==> src/rtl/pdcr_pkg.sv <==
`timescale 1ns / 1ps

package pdcr_pkg;

    // Widths of the fixed fields.
    localparam int CMD_W        = 2;
    localparam int CL_W         = 8;
    localparam int ROW_W        = 5;
    localparam int BITS_W       = 16;
    localparam int RATE_W       = 40;
    localparam int EVT_W        = 32;
    localparam int FRAME_RATE_W = 30;

    // Q16 logarithm layout: 5 integer bits, 16 fraction bits.
    localparam int N_W    = 5;
    localparam int FRAC_W = 16;
    localparam int LOG_W  = N_W + FRAC_W;

    localparam logic [15:0] LN2_Q16  = 16'd45426;
    localparam logic [15:0] HALF_Q16 = 16'd32768;

    // Command codes.
    localparam logic [CMD_W-1:0] CMD_FRAME  = 2'd0;
    localparam logic [CMD_W-1:0] CMD_EVENT  = 2'd1;
    localparam logic [CMD_W-1:0] CMD_REPORT = 2'd2;

    // Register file.
    localparam int PADDR_W = 3;
    localparam int PDATA_W = 32;
    localparam logic REG_FRAME_RATE = 1'b0;
    localparam logic [FRAME_RATE_W-1:0] FRAME_RATE_RESET = 30'd4166667;

    // Control from the sequencer to the merging stage.
    typedef struct packed {
        logic clear;
        logic row_wr;
        logic finish;
    } t_mrg_cmd;

endpackage

==> src/rtl/pdcr_lane.sv <==
`timescale 1ns / 1ps

module pdcr_lane #(
    parameter int COUNT_BITS = 32
) (
    input  logic                                i_clk,
    input  logic                                i_rst_n,
    input  logic                                i_start,
    input  logic [COUNT_BITS-1:0]               i_count,
    input  logic [pdcr_pkg::EVT_W-1:0]          i_events,
    input  logic [pdcr_pkg::FRAME_RATE_W-1:0]   i_frame_rate,
    output logic                                o_busy,
    output logic [pdcr_pkg::RATE_W-1:0]         o_rate
);
    import pdcr_pkg::*;

    localparam int CMP_W = (COUNT_BITS > EVT_W) ? COUNT_BITS : EVT_W;
    localparam int P1_W  = LOG_W + 16;
    localparam int P2_W  = FRAME_RATE_W + LOG_W;

    localparam logic [2:0] L_IDLE = 3'd0;
    localparam logic [2:0] L_LZC  = 3'd1;
    localparam logic [2:0] L_NORM = 3'd2;
    localparam logic [2:0] L_SQ   = 3'd3;
    localparam logic [2:0] L_D    = 3'd4;
    localparam logic [2:0] L_LN   = 3'd5;
    localparam logic [2:0] L_MUL  = 3'd6;
    localparam logic [2:0] L_RND  = 3'd7;

    logic [2:0]          r_state;
    logic                r_ph;
    logic [EVT_W-1:0]    r_ev;
    logic [EVT_W-1:0]    r_x2;
    logic [N_W-1:0]      r_n;
    logic [EVT_W-1:0]    r_m;
    logic [FRAC_W-1:0]   r_frac;
    logic [3:0]          r_it;
    logic [LOG_W-1:0]    r_la;
    logic [LOG_W-1:0]    r_lb;
    logic [P1_W-1:0]     r_p1;
    logic [LOG_W-1:0]    r_lnq;
    logic [P2_W-1:0]     r_p2;
    logic [RATE_W-1:0]   r_rate;

    logic [CMP_W-1:0]    diff;
    logic                zero;
    logic [EVT_W-1:0]    cur;
    logic [N_W-1:0]      top;
    logic [63:0]         prod;
    logic [EVT_W:0]      sq;
    logic                fbit;
    logic [FRAC_W-1:0]   n_frac;
    logic [LOG_W-1:0]    d;
    logic [P1_W-1:0]     p1_rnd;
    logic [P2_W-1:0]     p2_rnd;

    assign diff  = CMP_W'(i_events) - CMP_W'(i_count);
    assign zero  = (i_events == '0) || (CMP_W'(i_count) >= CMP_W'(i_events));
    assign cur   = r_ph ? r_x2 : r_ev;

    // Index of the top set bit.
    always_comb begin
        top = '0;
        for (int i = 0; i < EVT_W; i++) begin
            if (cur[i]) begin
                top = N_W'(i);
            end
        end
    end

    assign prod   = 64'(r_m) * 64'(r_m);
    assign sq     = prod[63:31];
    assign fbit   = sq[EVT_W];
    assign n_frac = {r_frac[FRAC_W-2:0], fbit};
    assign d      = (r_la > r_lb) ? (r_la - r_lb) : '0;
    assign p1_rnd = r_p1 + P1_W'(HALF_Q16);
    assign p2_rnd = r_p2 + P2_W'(HALF_Q16);

    always_ff @(posedge i_clk) begin
        if (!i_rst_n) begin
            r_state <= L_IDLE;
            r_ph    <= 1'b0;
        end else begin
            unique case (r_state)
                L_IDLE: begin
                    if (i_start) begin
                        r_ev <= i_events;
                        r_x2 <= diff[EVT_W-1:0];
                        r_ph <= 1'b0;
                        if (zero) begin
                            r_rate <= '0;
                        end else begin
                            r_state <= L_LZC;
                        end
                    end
                end
                L_LZC: begin
                    r_n     <= top;
                    r_state <= L_NORM;
                end
                L_NORM: begin
                    r_m     <= cur << (N_W'(EVT_W - 1) - r_n);
                    r_frac  <= '0;
                    r_it    <= '0;
                    r_state <= L_SQ;
                end
                L_SQ: begin
                    r_m    <= fbit ? sq[EVT_W:1] : sq[EVT_W-1:0];
                    r_frac <= n_frac;
                    r_it   <= r_it + 4'd1;
                    if (r_it == 4'd15) begin
                        if (!r_ph) begin
                            r_la    <= {r_n, n_frac};
                            r_ph    <= 1'b1;
                            r_state <= L_LZC;
                        end else begin
                            r_lb    <= {r_n, n_frac};
                            r_state <= L_D;
                        end
                    end
                end
                L_D: begin
                    r_p1    <= P1_W'(d) * P1_W'(LN2_Q16);
                    r_state <= L_LN;
                end
                L_LN: begin
                    r_lnq   <= p1_rnd[P1_W-1:16];
                    r_state <= L_MUL;
                end
                L_MUL: begin
                    r_p2    <= P2_W'(i_frame_rate) * P2_W'(r_lnq);
                    r_state <= L_RND;
                end
                L_RND: begin
                    r_rate  <= RATE_W'(p2_rnd[P2_W-1:16]);
                    r_state <= L_IDLE;
                end
                default: begin
                    r_state <= L_IDLE;
                end
            endcase
        end
    end

    assign o_busy = (r_state != L_IDLE);
    assign o_rate = r_rate;

endmodule

==> config.mk <==
export PLATFORM = sky130hd
export DESIGN_NAME = pdcr_lane
export DESIGN_NICKNAME = d
export VERILOG_FILES = /design/src/rtl/pdcr_pkg.sv /design/src/rtl/pdcr_lane.sv
export SDC_FILE = /design/constraint.sdc
export NUM_CORES = 2
export LEC_CHECK = 0
export BUFFER_PORTS_ARGS = -buffer_cell sky130_fd_sc_hd__buf_2
export CELL_PAD_IN_SITES_DETAIL_PLACEMENT = 0
export CELL_PAD_IN_SITES_GLOBAL_PLACEMENT = 1
export CORE_AREA = 2 2 449 451
export DETAILED_ROUTE_END_ITERATION = 7
export DIE_AREA = 0 0 451 453
export PLACE_DENSITY_LB_ADDON = 0.2
export SETUP_SLACK_MARGIN = 0.5
export SYNTH_ARGS = -nofsm -noshare
export SYNTH_HDL_FRONTEND = slang
export SYNTH_SLANG_ARGS = --single-unit
==> constraint.sdc <==
create_clock -name i_clk -period 16.87 [get_ports i_clk]
set_input_delay 0 -clock i_clk [delete_from_list [all_inputs] [get_ports i_clk]]
set_output_delay 0 -clock i_clk [all_outputs]
set_load 0.05 [all_outputs]
==> impl_metrics.yaml <==
placement:
  dp_hpwl_um: 157000
  place_congestion: 0.880
  portBuffers: 132
setup_path:
  start_kind: "flip-flop"
  worstSetupEndpointType: "flip-flop"
  cp_data_required_time_ns: 17.28
  path_class: "flip-flop to flip-flop"
  critPathMaxFanout: 28
  critPathArrivalTime_ns: 10.10
floorplan:
  initial_core_util: 0.348
  fp.dieArea_mm2: 0.204
  dieHeight_um: 453
  ios: 138
  core-area_mm2: 0.199
  fp.dieW_um: 451
  rows: 164
cells_and_area:
  fillCellCount: 20163
  layout-drive-gt1-share: 0.0480
  regArea_mm2: 0.00837
  final_util: 0.374
  num-nets-final: 9438
  multiInputGateArea_mm2: 0.0533
  area_growth_pct: 7.21
logic_synthesis:
  ys_ff_latch: 280
  synth_common_cells: "inv_1, fa_1, nand2_1"
  synthMostInstantiatedCell: "inv_1"
  synth_seq_area_share: 0.121
  async_flop_share: 0
  synth_area_mm2: 0.0694
  synthCells: 7282
  yosysTopAreaCell: "fa_1"
  synthDominantCellAreaShare: 0.408
  synth.distinct_cells: 94
  synthFlopType: "edfxtp_1"
  synth.area.top_cells: "fa_1, edfxtp_1, ha_1"
  synth_warnings: 0
  avgSynthCellArea_um2: 9.53
  synth_edf_count: 276
global_routing:
  grt_pass1_wl_um: 313000
  gr-usage-all-layers: 0.198
  antenna_found_initial: 12
  grt-ovfl-total: 0
  grt_max_degree: 65
  grt_pass1_vias: 52624
timing:
  final_min_period_over_clock_period: 0.574
  period_needed_ns: 9.69
  rsz0062_at_grt: "false"
  finalSetupViolCount: 0
  worstMarginPinSlew_ns: 1.02
  fin_tns_setup_ns: 0
  finClkSkew_ns: 0.0187
  drv_slew: 0
  hold_violations: 0
  max-slew-margin-rel: 0.320
  max_freq_ghz: 0.103
clock_tree:
  cts_root_buf: "clkbuf_16"
  htreeDepth: 2
  clk_path_buf_depth: 3
  clk_pin_slew_ns: 0.06
  cts_made_buffers: 35
  clock-sinks: 280
  post_cts_buffers: 0
  cts_tree: "built"
  insertion_delay_ns: 0.58
  cts_hold_buf: 42
  cts.repair.resized: 0
route:
  via_count: 48319
  routed_wl_um: 198000
  first_pass_iters: 6
  drtIter0Drc: 2775
  wire_per_inst_um: 19.9
  antenna_left: 0
  via_per_inst: 4.86
  drcViolationCount: 0
job:
  cap_viol_max_count: 0
hold_path:
  holdCritPathClass: "input pin to flip-flop"
run_status:
  status: "completed"
[layout make-up]
| cell class | instances | share of cell area |
|---|---|---|
| inverter | 1756 | 0.0886 |
| tap | 2656 | 0.0446 |
| antenna | 3 | 0.000101 |
| clock buffer | 43 | 0.0122 |
| timing repair buffer | 249 | 0.0221 |
| multi-input combinational | 4947 | 0.717 |
| clock inverter | 17 | 0.00335 |
| sequential | 280 | 0.112 |
[placed cells by master, fill, tap and decap left out, types with 13 or more instances in the layout]
master and n:
nand4_1 39, ha_1 656, o211ai_1 24, o31ai_1 13, o21bai_1 31, xor2_1 111
buf_4 75, o21a_1 23, o21ai_0 112, nor2_1 215, mux2_2 21, a211oi_1 20
nand3_1 67, clkbuf_16 35, nor3_1 36, edfxtp_1 276, inv_1 1754, nor2b_1 28
a31oi_1 23, o22ai_1 18, and3_1 50, fa_1 1416, buf_2 132, and2_1 488
nand2b_1 22, xnor2_1 128, a31o_2 15, mux4_2 18, nand2_1 845, mux2i_1 63
a21o_1 97, a21oi_1 183, nor4_1 14, dlygate4sd3_1 42
[kinds of logic (layout without fill, tap and decap cells)]
family	count (synthesis)	in the layout	synth area share
xor gates and xnor gates	239	239	0.0302
AOI/OAI and AO/OA	663	663	0.0633
DFF	280	280	0.121
adders and majority gates	2072	2072	0.527
and+or+nand+nor	1866	1866	0.129
muxes	102	102	0.0183
other	1	8	0.0000540
buffers and inverters	2059	2065	0.112
[path summary, 6_finish.rpt]
path / start / cells past startpoint / to / slack, ns
hold reg to reg: r_frac[14] / 0 / r_lb[15] / 0.45
setup / recovery: r_m[9] / 24 / r_m[19] / 7.18
hold / removal: i_count[16] / 4 / r_x2[16] / 0.03
setup reg to reg: r_m[9] / 24 / r_m[19] / 7.18
[layer usage]
metal | up-vias | global-route usage | part of all wire
met4 | 8 | 0.0272 | 0.014
met5 | - | 0 | 0.00015
met3 | 173 | 0.0346 | 0.063
li1 | 22233 | - | -
met2 | 1058 | 0.307 | 0.44
met1 | 24847 | 0.295 | 0.48
[per-stage QoR]
stage,area (µm²),hold WS [ns],instances,setup slack (ns)
finish,74400,0.0320,9951,7.18
global route,74400,0.0471,9948,6.75
CTS,74400,0.00387,9948,7.07
detailed placement,72800,0.230,9846,7.10
global placement,72800,0.226,9846,7.12
floorplan,69400,0.0989,7286,9.16
[state kept, by name (all words and copies together) (netlist names), 4 cells and up]
signal / flops
r_frac: 15
r_lnq: 21
r_p2: 36
r_lb: 21
r_p1: 22
r_n: 5
r_la: 21
r_x2: 32
r_it: 4
o_rate: 35
r_m: 32
r_ev: 32
[critical path, stage by stage (launching register included)]
cell and delay [ns]:
edfxtp_1 0.32, buf_4 0.46, inv_1 0.34, nor2_1 0.54
fa_1 0.55, fa_1 0.55, inv_1 0.05, fa_1 0.45
fa_1 0.56, inv_1 0.07, fa_1 0.56, fa_1 0.43
fa_1 0.40, fa_1 0.47, ha_1 0.36, nand3_1 0.09
nor4_1 0.54, o41ai_1 0.17, o21ai_0 0.64, o21ai_0 0.47
o21ai_0 0.61, a31oi_1 0.21, xnor2_1 0.30, mux2i_1 0.12
o221ai_1 0.20
Power is not shown: default switching activity piles up to over one toggle a cycle in this logic, so the estimate is an artifact.
